===== config.mk =====
export PLATFORM = sky130hd
export DESIGN_NAME = coin_transit_peak_meter_core
export DESIGN_NICKNAME = d
export VERILOG_FILES = /design/src/hw/rtl/ctpm_pkg.sv /design/src/hw/rtl/coin_transit_peak_meter_core.sv
export VERILOG_INCLUDE_DIRS = /design/src /design/src/hw/rtl
export SDC_FILE = /design/constraint.sdc
export NUM_CORES = 1
export LEC_CHECK = 0
export BUFFER_PORTS_ARGS = -buffer_cell sky130_fd_sc_hd__buf_4
export CAP_MARGIN = 10
export CORE_ASPECT_RATIO = 1.25
export CORE_MARGIN = 4
export CORE_UTILIZATION = 55
export CTS_BUF_LIST = sky130_fd_sc_hd__clkbuf_4
export DETAILED_ROUTE_END_ITERATION = 10
export GPL_TIMING_DRIVEN = 0
export HOLD_SLACK_MARGIN = 0.02
export PLACE_DENSITY_LB_ADDON = 0.15
export SLEW_MARGIN = 20
export SYNTH_ARGS = -nofsm -noshare
export SYNTH_HDL_FRONTEND = slang
export SYNTH_SLANG_ARGS = --single-unit

===== constraint.sdc =====
create_clock -name clock -period 10.56 [get_ports clock]
set_input_delay 2.112 -clock clock [delete_from_list [all_inputs] [get_ports clock]]
set_output_delay 2.112 -clock clock [all_outputs]
set_load 0.02 [all_outputs]

===== src/hw/rtl/assert_macros.svh =====
// Assertion macros shared by the RTL of the transit peak meter.
// No dependencies; each use sits on a line of its own inside a module.
`ifndef ASSERT_MACROS_SVH
`define ASSERT_MACROS_SVH
`ifndef SYNTH
// Implication checked on every rising clock edge outside reset
`define ASSERT_IMPL(label, clk, rst, ante, cons) \
   label: assert property (@(posedge clk) disable iff (rst) (ante) |-> (cons)) \
      else $error("implication check failed");
// Consequence checked in the cycle after the antecedent
`define ASSERT_NEXT(label, clk, rst, ante, cons) \
   label: assert property (@(posedge clk) disable iff (rst) (ante) |=> (cons)) \
      else $error("next-cycle check failed");
`else
`define ASSERT_IMPL(label, clk, rst, ante, cons)
`define ASSERT_NEXT(label, clk, rst, ante, cons)
`endif
`endif


===== src/hw/rtl/ctpm_pkg.sv =====
// Package for the coin transit peak meter: sizes, event codes and item types.
// No dependencies; imported by coin_transit_peak_meter_core.
`default_nettype none
package ctpm_pkg;

   // Ring length; must be a power of two so the average is a plain shift
   localparam int WINDOW_LEN  = 8;
   localparam int SAMPLE_BITS = 12;
   localparam int IDX_BITS    = (WINDOW_LEN > 1) ? $clog2(WINDOW_LEN) : 1;
   localparam int WIN_SHIFT   = $clog2(WINDOW_LEN);
   localparam int SUM_BITS    = SAMPLE_BITS + WIN_SHIFT;
   localparam int TIME_BITS   = 32;
   localparam int ADC_BITS    = 12;

   // Event codes
   localparam logic [1:0] OP_START  = 2'd0;
   localparam logic [1:0] OP_END    = 2'd1;
   localparam logic [1:0] OP_SAMPLE = 2'd2;
   localparam logic [1:0] OP_TICK   = 2'd3;

   typedef struct packed {
      logic [1:0]          opcode;
      logic [ADC_BITS-1:0] adc_sample;
   } req_item_type;

   typedef struct packed {
      logic [TIME_BITS-1:0]   transit_time;
      logic [SAMPLE_BITS-1:0] peak_level;
   } rsp_item_type;

endpackage
`default_nettype wire


===== src/hw/rtl/coin_transit_peak_meter_core.sv =====
// Coin transit peak meter: times one object between a start and an end edge
// and tracks the peak of an 8-sample moving average. Depends on ctpm_pkg.
//
// Usage: events (start, end, sample, tick) enter one item per cycle through a
// valid/stall channel into an input register. Each item updates the meter
// state in the cycle it leaves that register, so the sustained rate is one
// item per clock while no end edge is stalled. Only an end edge while
// measuring yields a result (transit time and peak level); it sits in an
// output register, and other events keep flowing while it waits. An end
// edge stalls only while an undelivered result still fills that register.
// No clearing pass after reset: a start edge clears the window.
`default_nettype none
`include "assert_macros.svh"
module coin_transit_peak_meter_core (
   input  wire                   clock,
   input  wire                   reset,
   input  wire                   req_valid,
   output logic                  req_stall,
   input  ctpm_pkg::req_item_type req_item,
   output logic                  rsp_valid,
   input  wire                   rsp_stall,
   output ctpm_pkg::rsp_item_type rsp_item
);
   import ctpm_pkg::*;

   // Input register
   logic         in_valid_ff, in_valid_in;
   req_item_type in_item_ff;

   // Meter state
   logic                   measuring_ff, measuring_in;
   logic [TIME_BITS-1:0]   elapsed_ff, elapsed_in;
   logic [SAMPLE_BITS-1:0] window_ff [WINDOW_LEN];
   logic [SAMPLE_BITS-1:0] window_in [WINDOW_LEN];
   logic [IDX_BITS-1:0]    index_ff, index_in;
   logic [SUM_BITS-1:0]    sum_ff, sum_in;
   logic [SAMPLE_BITS-1:0] peak_ff, peak_in;

   // Result register
   logic         out_valid_ff, out_valid_in;
   rsp_item_type out_item_ff, out_item_in;

   logic                   req_accept, advance, emits, out_free;
   logic [SAMPLE_BITS-1:0] sample_val, avg_val;
   logic [SUM_BITS-1:0]    sum_next;

   // Handshake: an item leaves the input register unless it must emit into a full slot
   assign out_free   = !out_valid_ff || !rsp_stall;
   assign emits      = (in_item_ff.opcode == OP_END) && measuring_ff;
   assign advance    = in_valid_ff && (out_free || !emits);
   assign req_stall  = in_valid_ff && !advance;
   assign req_accept = req_valid && !req_stall;
   assign rsp_valid  = out_valid_ff;
   assign rsp_item   = out_item_ff;

   assign in_valid_in = req_accept ? 1'b1 : (advance ? 1'b0 : in_valid_ff);

   // Running-sum update for a sample
   assign sample_val = in_item_ff.adc_sample[SAMPLE_BITS-1:0];
   assign sum_next   = sum_ff - SUM_BITS'(window_ff[index_ff]) + SUM_BITS'(sample_val);
   assign avg_val    = SAMPLE_BITS'(sum_next >> WIN_SHIFT);

   // Apply one event to the meter state
   always_comb begin
      measuring_in = measuring_ff;
      elapsed_in   = elapsed_ff;
      window_in    = window_ff;
      index_in     = index_ff;
      sum_in       = sum_ff;
      peak_in      = peak_ff;
      out_item_in  = out_item_ff;
      out_valid_in = out_valid_ff && rsp_stall;
      if (advance) begin
         case (in_item_ff.opcode)
            OP_START: begin
               if (!measuring_ff) begin
                  measuring_in = 1'b1;
                  elapsed_in   = '0;
                  for (int i = 0; i < WINDOW_LEN; i++) begin
                     window_in[i] = '0;
                  end
                  index_in = '0;
                  sum_in   = '0;
                  peak_in  = '0;
               end
            end
            OP_TICK: begin
               if (measuring_ff && (elapsed_ff != '1)) begin
                  elapsed_in = elapsed_ff + TIME_BITS'(1);
               end
            end
            OP_SAMPLE: begin
               if (measuring_ff) begin
                  window_in[index_ff] = sample_val;
                  sum_in              = sum_next;
                  index_in = (index_ff == IDX_BITS'(WINDOW_LEN - 1)) ?
                             '0 : index_ff + IDX_BITS'(1);
                  if (avg_val > peak_ff) begin
                     peak_in = avg_val;
                  end
               end
            end
            OP_END: begin
               if (measuring_ff) begin
                  measuring_in             = 1'b0;
                  out_valid_in             = 1'b1;
                  out_item_in.transit_time = elapsed_ff;
                  out_item_in.peak_level   = peak_ff;
               end
            end
            default: begin
               measuring_in = measuring_ff;
            end
         endcase
      end
   end

   // Control registers
   always_ff @(posedge clock) begin
      if (reset) begin
         in_valid_ff  <= 1'b0;
         measuring_ff <= 1'b0;
         out_valid_ff <= 1'b0;
      end else begin
         in_valid_ff  <= in_valid_in;
         measuring_ff <= measuring_in;
         out_valid_ff <= out_valid_in;
      end
   end

   // Payload and datapath registers
   always_ff @(posedge clock) begin
      if (req_accept) begin
         in_item_ff <= req_item;
      end
      elapsed_ff  <= elapsed_in;
      window_ff   <= window_in;
      index_ff    <= index_in;
      sum_ff      <= sum_in;
      peak_ff     <= peak_in;
      out_item_ff <= out_item_in;
   end

   // Checks
   `ASSERT_IMPL(a_stall_needs_item, clock, reset, req_stall, in_valid_ff && out_valid_ff)
   `ASSERT_NEXT(a_end_emits, clock, reset, advance && emits, out_valid_ff && !measuring_ff)
   `ASSERT_NEXT(a_start_clears, clock, reset, advance && !measuring_ff && (in_item_ff.opcode == OP_START), measuring_ff && (sum_ff == '0) && (elapsed_ff == '0))
   `ASSERT_NEXT(a_peak_rises, clock, reset, measuring_ff, peak_ff >= $past(peak_ff))

endmodule
`default_nettype wire


Word-level counts from Yosys, hierarchy flattened

Cells that the tools add are included.

Output and inout port bits: 46
Logic and storage cells: 89
Input port bits: 18
Register bits after elaboration: 219

Reductions and logical operators: 24
Bitwise logic cells: 1
$add $sub $neg: 4
Magnitude comparators: 3
Equality and inequality tests: 9
Multiplexer cells: 29

Operator list:

| kind                    | count |
|---|---|
| $mux W96                | 2 |
| $pmux W96 S2            | 1 |
| $bwmux W96              | 1 |
| $mux W12                | 6 |
| $mux W32                | 2 |
| $pmux W32 S2            | 1 |
| $bmux W12 S3            | 1 |
| $demux W12 S3           | 1 |
| $add A32 B1 Y32 const B | 1 |
| $ne A32 B32 Y1 const B  | 1 |
| $mux W15                | 2 |
| $pmux W15 S2            | 1 |
| $pmux W12 S2            | 1 |
| $add A15 B12 Y15        | 1 |
| $sub A15 B12 Y15        | 1 |
| $gt A12 B12 Y1          | 1 |
| $mux W3                 | 3 |
| $ne A2 B2 Y1 const B    | 4 |
| $reduce_and A4 Y1       | 2 |
| $reduce_bool A2 Y1      | 4 |
| $logic_and A1 B1 Y1     | 7 |
| $pmux W3 S2             | 1 |
| $logic_not A1 Y1        | 5 |
| $mux W1                 | 5 |
| 13 further kinds        | 15 |

Depth between registers and ports, before layout

Depth in word-level cells: 10
Gate-level depth with buffers: 22
Depth with buffers taken out: 19

Worst setup path after synthesis

OpenSTA, ideal clock, no wires.

Path kind: reg-to-reg
Start point: reg index_ff[1]
End point: reg peak_ff[0] (enable)
Period minus slack after synthesis: 4.947 ns
Arrival time: 4.641 ns
Buffers on the path: 3
Stages on the path, launching flop included: 20
Library setup time: 0.306 ns
Slack: 5.613 ns
Data required time: 10.254 ns
Cell sequence: edfxtp_1 > buf_2 > nor2b_1 > buf_2 > and2_1 > clkbuf_1 > a222oi_1 > o21ai_0 > fa_1 > inv_1 > ha_1 > o211ai_1 > o21ai_0 > o221ai_1 > a31oi_1 > xnor2_1 > ha_1 > nand4_1 > or4_1 > and3_1

Longest elaborated chain between the ends: 9

RTL lines:

| item                                         | RTL line                            | RTL |
|---|---|---|
| from (decl)                                  | coin_transit_peak_meter_core.sv:35  | `logic [IDX_BITS-1:0] index_ff, index_in;` |
| from (signal assigned)                       | coin_transit_peak_meter_core.sv:138 | `index_ff <= index_in;` |
| $not A3 Y4 (not written as such)             | coin_transit_peak_meter_core.sv:60  | `assign sum_next = sum_ff - SUM_BITS'(window_ff[index_ff]) + SUM_BITS'(sample_val);` |
| $bmux W12 S3                                 | coin_transit_peak_meter_core.sv:60  |  |
| $mux W12 (not written as such) (2 in series) | coin_transit_peak_meter_core.sv:60  |  |
| $sub A15 B12 Y15                             | coin_transit_peak_meter_core.sv:60  |  |
| $add A15 B12 Y15                             | coin_transit_peak_meter_core.sv:60  |  |
| named net sum_next[14]                       | coin_transit_peak_meter_core.sv:45  | `logic [SUM_BITS-1:0] sum_next;` |
| $gt A12 B12 Y1                               | coin_transit_peak_meter_core.sv:98  | `if (avg_val > peak_ff) begin` |
| $ne A2 B2 Y1 (no line)                       | n/a                                 |  |
| $reduce_and A5 Y1 (no line)                  | n/a                                 |  |
| to (signal assigned)                         | coin_transit_peak_meter_core.sv:140 | `peak_ff <= peak_in;` |
| to (decl)                                    | coin_transit_peak_meter_core.sv:37  | `logic [SAMPLE_BITS-1:0] peak_ff, peak_in;` |

The timed path passes the listed nets, and every way through them passes these cells. The select of a mux whose other input is x is not followed.
A chain may end at the register's enable or synchronous reset.

Worst setup path in the final report

Start point: reg index_ff[0]
End point: reg peak_ff[1] (enable)

The elaborated chain is that of the path after synthesis.

==> report_table.html <==
<table>
<tr><th>Metric</th><th>Value</th></tr>
<tr><th colspan="2">Min path</th></tr>
<tr><td>Worst min-delay path class</td><td>reg2reg</td></tr>
<tr><td>Min-Delay Startpoint</td><td>peak_ff[8]</td></tr>
<tr><th colspan="2">Cells and area</th></tr>
<tr><td>Area Overhead vs Synth</td><td>14.71%</td></tr>
<tr><td>Share of final-layout standard cells stronger than drive strength 1</td><td>between 15 and 20%</td></tr>
<tr><td>Total number of nets in the final design</td><td>approximately 1200</td></tr>
<tr><td>FF+latch area</td><td>6546 um^2</td></tr>
<tr><td>Area of the multi-input gates</td><td>4177 um^2</td></tr>
<tr><td>Core occupancy in the finished layout</td><td>63.96%</td></tr>
<tr><td>Number of fillers in the final layout</td><td>1662</td></tr>
<tr><th colspan="2">STA</th></tr>
<tr><td>Clock skew after layout</td><td>40.46 ps</td></tr>
<tr><td>Sum of negative setup slack</td><td>0 ps</td></tr>
<tr><td>Post-route clock period utilization</td><td>around three fifths</td></tr>
<tr><td>Number of slew-limit violations in the final report</td><td>0</td></tr>
<tr><td>Worst hold slack across all endpoints</td><td>approximately 450 ps</td></tr>
<tr><td>Final-report hold violation count</td><td>0</td></tr>
<tr><td>RSZ-0062 raised after global routing</td><td>no</td></tr>
<tr><td>Final setup fails</td><td>0</td></tr>
<tr><td>Maximum clock frequency</td><td>roughly 160 MHz</td></tr>
<tr><td>Least-Margin Pin Slew</td><td>between 900 and 1000 ps</td></tr>
<tr><td>Clock period minus worst slack</td><td>6252 ps</td></tr>
<tr><td>Slew Limit Headroom</td><td>37.05%</td></tr>
<tr><td>Worst setup slack after layout</td><td>~4300 ps</td></tr>
<tr><th colspan="2">Run</th></tr>
<tr><td>Max-cap violations</td><td>0</td></tr>
<tr><th colspan="2">Route</th></tr>
<tr><td>Post-route DRC violation count</td><td>0</td></tr>
<tr><td>First drt pass iteration count</td><td>5</td></tr>
<tr><td>Routed vias</td><td>8260</td></tr>
<tr><td>Routed WL</td><td>approximately 27 mm</td></tr>
<tr><td>DR vias/cell</td><td>around 5.7</td></tr>
<tr><td>Average routed wire per standard cell</td><td>about 19 um</td></tr>
<tr><td>Antenna viol nets, final</td><td>0</td></tr>
<tr><td>Initial DRC Count</td><td>slightly above 800</td></tr>
<tr><th colspan="2">Global route</th></tr>
<tr><td>Global-route layer with the greatest usage</td><td>met2</td></tr>
<tr><td>Final global-route overflow total</td><td>0</td></tr>
<tr><td>Met2 demand-to-capacity share in global routing</td><td>42.37%</td></tr>
<tr><td>Met1 track demand over resource in global routing</td><td>29.78%</td></tr>
<tr><td>First-pass GRT wire length</td><td>between 40 and 50 mm</td></tr>
<tr><td>Number of global-route vias before repair</td><td>a little over 8000</td></tr>
<tr><td>Maximum number of pins on one net before global-route repair</td><td>between 50 and 60</td></tr>
<tr><td>Initial antenna violation count</td><td>1</td></tr>
<tr><td>GR met3 Demand/Resource</td><td>3.846%</td></tr>
<tr><td>Total global-route track usage</td><td>~24%</td></tr>
<tr><th colspan="2">Synth</th></tr>
<tr><td>Share of synthesized area occupied by flip-flops and latches</td><td>roughly 59%</td></tr>
<tr><td>Distinct cell type count of the synthesized netlist</td><td>57</td></tr>
<tr><td>Mapped Area</td><td>between 10000 and 15000 um^2</td></tr>
<tr><td>Number of warnings reported in the yosys synthesis log</td><td>0</td></tr>
<tr><td>Net Count, Synth</td><td>about 1100</td></tr>
<tr><td>Most instantiated flip-flop cell in the synthesis netlist</td><td>sky130_fd_sc_hd__edfxtp_1</td></tr>
<tr><td>Synthesized netlist cell count</td><td>about 1000</td></tr>
<tr><td>Count of flip-flops with a built-in enable after synthesis</td><td>~220</td></tr>
<tr><td>Top cells by area in the synthesized netlist</td><td>sky130_fd_sc_hd__edfxtp_1, sky130_fd_sc_hd__nand2_1, sky130_fd_sc_hd__a21oi_1</td></tr>
<tr><td>Synthesized flop and latch total</td><td>219</td></tr>
<tr><td>Share of synthesized registers carrying an async set or reset</td><td>0%</td></tr>
<tr><td>Area share of the largest cell type after synthesis</td><td>between 50 and 60%</td></tr>
<tr><td>Synth Area per Inst</td><td>~11 um^2</td></tr>
<tr><td>Cell accounting for the most synthesized area</td><td>sky130_fd_sc_hd__edfxtp_1</td></tr>
<tr><th colspan="2">Worst setup path</th></tr>
<tr><td>Crit. End Element</td><td>flop</td></tr>
<tr><td>Max FO, Critical Path</td><td>12</td></tr>
<tr><td>Beginning of the critical path</td><td>index_ff[0]</td></tr>
<tr><td>Arrival time at the worst endpoint</td><td>between 6000 and 7000 ps</td></tr>
<tr><td>Required time of the critical path</td><td>about 11000 ps</td></tr>
<tr><td>Startpoint of the worst register-to-register path</td><td>index_ff[0]</td></tr>
<tr><td>Worst Setup Start Kind</td><td>flop</td></tr>
<tr><td>Kind of critical path</td><td>reg2reg</td></tr>
<tr><th colspan="2">Die</th></tr>
<tr><td>DIE AREA</td><td>roughly 23000 um^2</td></tr>
<tr><td>Initial cell density of the core</td><td>55.76%</td></tr>
<tr><td>Die span in y</td><td>167.3 um</td></tr>
<tr><td>Number of top-level pins</td><td>64</td></tr>
<tr><td>Standard cell core area</td><td>roughly 20000 um^2</td></tr>
<tr><td>X dimension of the die</td><td>around 140 um</td></tr>
<tr><td>Placement row count</td><td>58</td></tr>
<tr><th colspan="2">Clocking</th></tr>
<tr><td>Clock transition at the registers of the reported paths</td><td>around 70 ps</td></tr>
<tr><td>Post-CTS resize count</td><td>0</td></tr>
<tr><td>Cts-stage hold buffer count</td><td>0</td></tr>
<tr><td>Number of buffers added by the clock tree synthesis step</td><td>53</td></tr>
<tr><td>Clock Path Buffers</td><td>3</td></tr>
<tr><td>TritonCTS sink count</td><td>between 200 and 250</td></tr>
<tr><td>Cell at the root of the clock tree</td><td>sky130_fd_sc_hd__clkbuf_4</td></tr>
<tr><td>Insertion delay of the later-clocked pin in the worst-skew pair</td><td>~690 ps</td></tr>
<tr><td>Clock tree from TritonCTS</td><td>built</td></tr>
<tr><td>H-Tree Level Count</td><td>2</td></tr>
<tr><td>Post-CTS setup buffers</td><td>0</td></tr>
<tr><th colspan="2">Placement</th></tr>
<tr><td>Gpl congestion</td><td>between 0.9 and 1</td></tr>
<tr><td>Port-buffer cells</td><td>63</td></tr>
<tr><td>Placed wire-length estimate</td><td>approximately 19 mm</td></tr>
<tr><td>Worst slack, placed</td><td>between 4000 and 5000 ps</td></tr>
<tr><th colspan="2">Pwr</th></tr>
<tr><td>Leakage dissipation</td><td>4.884 nW</td></tr>
<tr><td>P per Cell Area</td><td>between 150 and 200 nW/um^2</td></tr>
<tr><td>IR drop worst, VDD</td><td>around 85 uV</td></tr>
<tr><td>Total power</td><td>just under 2 mW</td></tr>
<tr><th colspan="2">Run status</th></tr>
<tr><td>Outcome</td><td>complete, no violations</td></tr>
</table>
layout by cell type, fill, tap and decap left out, drive strengths merged, types with 15 or more instances in the layout:
cell	synthesis	routed
a21oi	117	117
buf	17	85
clkbuf	48	128
edfxtp	216	216
ha	30	30
inv	55	55
nand2	224	224
nand3	23	23
nand4	15	15
nor2	55	55
o21ai	15	15
xor2	26	26
sequential cells by signal, indices dropped and copies added (netlist names):
register	flops
in_item_ff	2
in_valid_ff	1
elapsed_ff	32
rsp_valid	1
peak_ff	12
sample_val	12
sum_ff	15
rsp_item	44
window_ff	96
index_ff	3
measuring_ff	1
layout make-up:
type / instances / share of cell area [%]
Sequential cell: 219 / 51.10
Multi-Input combinational cell: 684 / 32.60
Clock buffer: 80 / 4.688
Timing Repair Buffer: 68 / 4.581
Tap cell: 270 / 2.637
Buffer: 65 / 2.100
Inverter: 55 / 1.611
Clock inverter: 13 / 0.6641
Antenna cell: 1 / 0.01953
through the flow:
step / instances / area (um^2)
finish: 1455 / 12810
detailed placement: 1361 / 12120
global placement: 1356 / 11980
floorplan: 1023 / 11170
CTS: 1454 / 12810
global route: 1455 / 12810
per-layer routing:
metal  part of all wire [%]  vias up
met5                      0        -
met4                    3.4        0
met3                    7.1       77
met2                     51      375
met1                     38     3886
li1                       -     3922
power by group:
part / switching (mW) / internal (mW)
Sequential: 0.0119 / 0.980
Combinational: 0.163 / 0.0967
Clock: 0.337 / 0.369
Total: 0.512 / 1.45
worst max-delay path, cell delays in order (launching register included):
cell and delay (ps):
sky130_fd_sc_hd__edfxtp_1 350, sky130_fd_sc_hd__clkbuf_1 390, sky130_fd_sc_hd__buf_2 390, sky130_fd_sc_hd__clkbuf_1 520
sky130_fd_sc_hd__a31oi_1 190, sky130_fd_sc_hd__o21ai_0 430, sky130_fd_sc_hd__fa_1 500, sky130_fd_sc_hd__inv_1 70
sky130_fd_sc_hd__ha_1 270, sky130_fd_sc_hd__o211ai_1 120, sky130_fd_sc_hd__o21ai_0 500, sky130_fd_sc_hd__o221ai_1 260
sky130_fd_sc_hd__a31oi_1 390, sky130_fd_sc_hd__xnor2_1 110, sky130_fd_sc_hd__ha_1 290, sky130_fd_sc_hd__nand4_1 150
sky130_fd_sc_hd__a211o_1 300, sky130_fd_sc_hd__o2111ai_1 60, sky130_fd_sc_hd__and3_1 570
worst paths after layout:
kind	to	slack, ps	depth (start not counted)
max reg2reg	peak_ff[1]	4310	18
min	rsp_item[8]	450	0
max	peak_ff[1]	4310	18
min reg2reg	rsp_item[8]	450	0
kinds of logic (layout without fill, tap and decap cells):
| kind of cell | Yosys count | count (layout) | synth area share, % |
|---|---|---|---|
| simple gates | 387 | 387 | 15.58 |
| flops | 219 | 219 | 58.62 |
| compound gates | 193 | 193 | 10.25 |
| buf+inv | 120 | 281 | 4.257 |
| fa+ha+maj | 42 | 42 | 5.512 |
| xor+xnor | 37 | 37 | 2.902 |
| mux | 25 | 25 | 2.879 |
| other cells | 0 | 1 | 0 |
synth_stat cells, types with 4 or more instances:
cell type / number
sky130_fd_sc_hd__a21o_1: 9
sky130_fd_sc_hd__a21oi_1: 117
sky130_fd_sc_hd__a221oi_1: 6
sky130_fd_sc_hd__a22o_1: 4
sky130_fd_sc_hd__a22oi_1: 7
sky130_fd_sc_hd__a31oi_1: 7
sky130_fd_sc_hd__and2_1: 13
sky130_fd_sc_hd__and3_1: 9
sky130_fd_sc_hd__and4_1: 4
sky130_fd_sc_hd__buf_2: 14
sky130_fd_sc_hd__clkbuf_1: 48
sky130_fd_sc_hd__edfxtp_1: 216
sky130_fd_sc_hd__fa_1: 12
sky130_fd_sc_hd__ha_1: 30
sky130_fd_sc_hd__inv_1: 55
sky130_fd_sc_hd__mux2_2: 7
sky130_fd_sc_hd__mux2i_1: 13
sky130_fd_sc_hd__mux4_2: 5
sky130_fd_sc_hd__nand2_1: 224
sky130_fd_sc_hd__nand3_1: 20
sky130_fd_sc_hd__nand4_1: 15
sky130_fd_sc_hd__nor2_1: 54
sky130_fd_sc_hd__nor2b_1: 11
sky130_fd_sc_hd__nor3_1: 12
sky130_fd_sc_hd__nor3b_1: 4
sky130_fd_sc_hd__o21a_1: 4
sky130_fd_sc_hd__o21ai_0: 15
sky130_fd_sc_hd__xnor2_1: 11
sky130_fd_sc_hd__xor2_1: 26
Power figures use the tool's default switching activity.
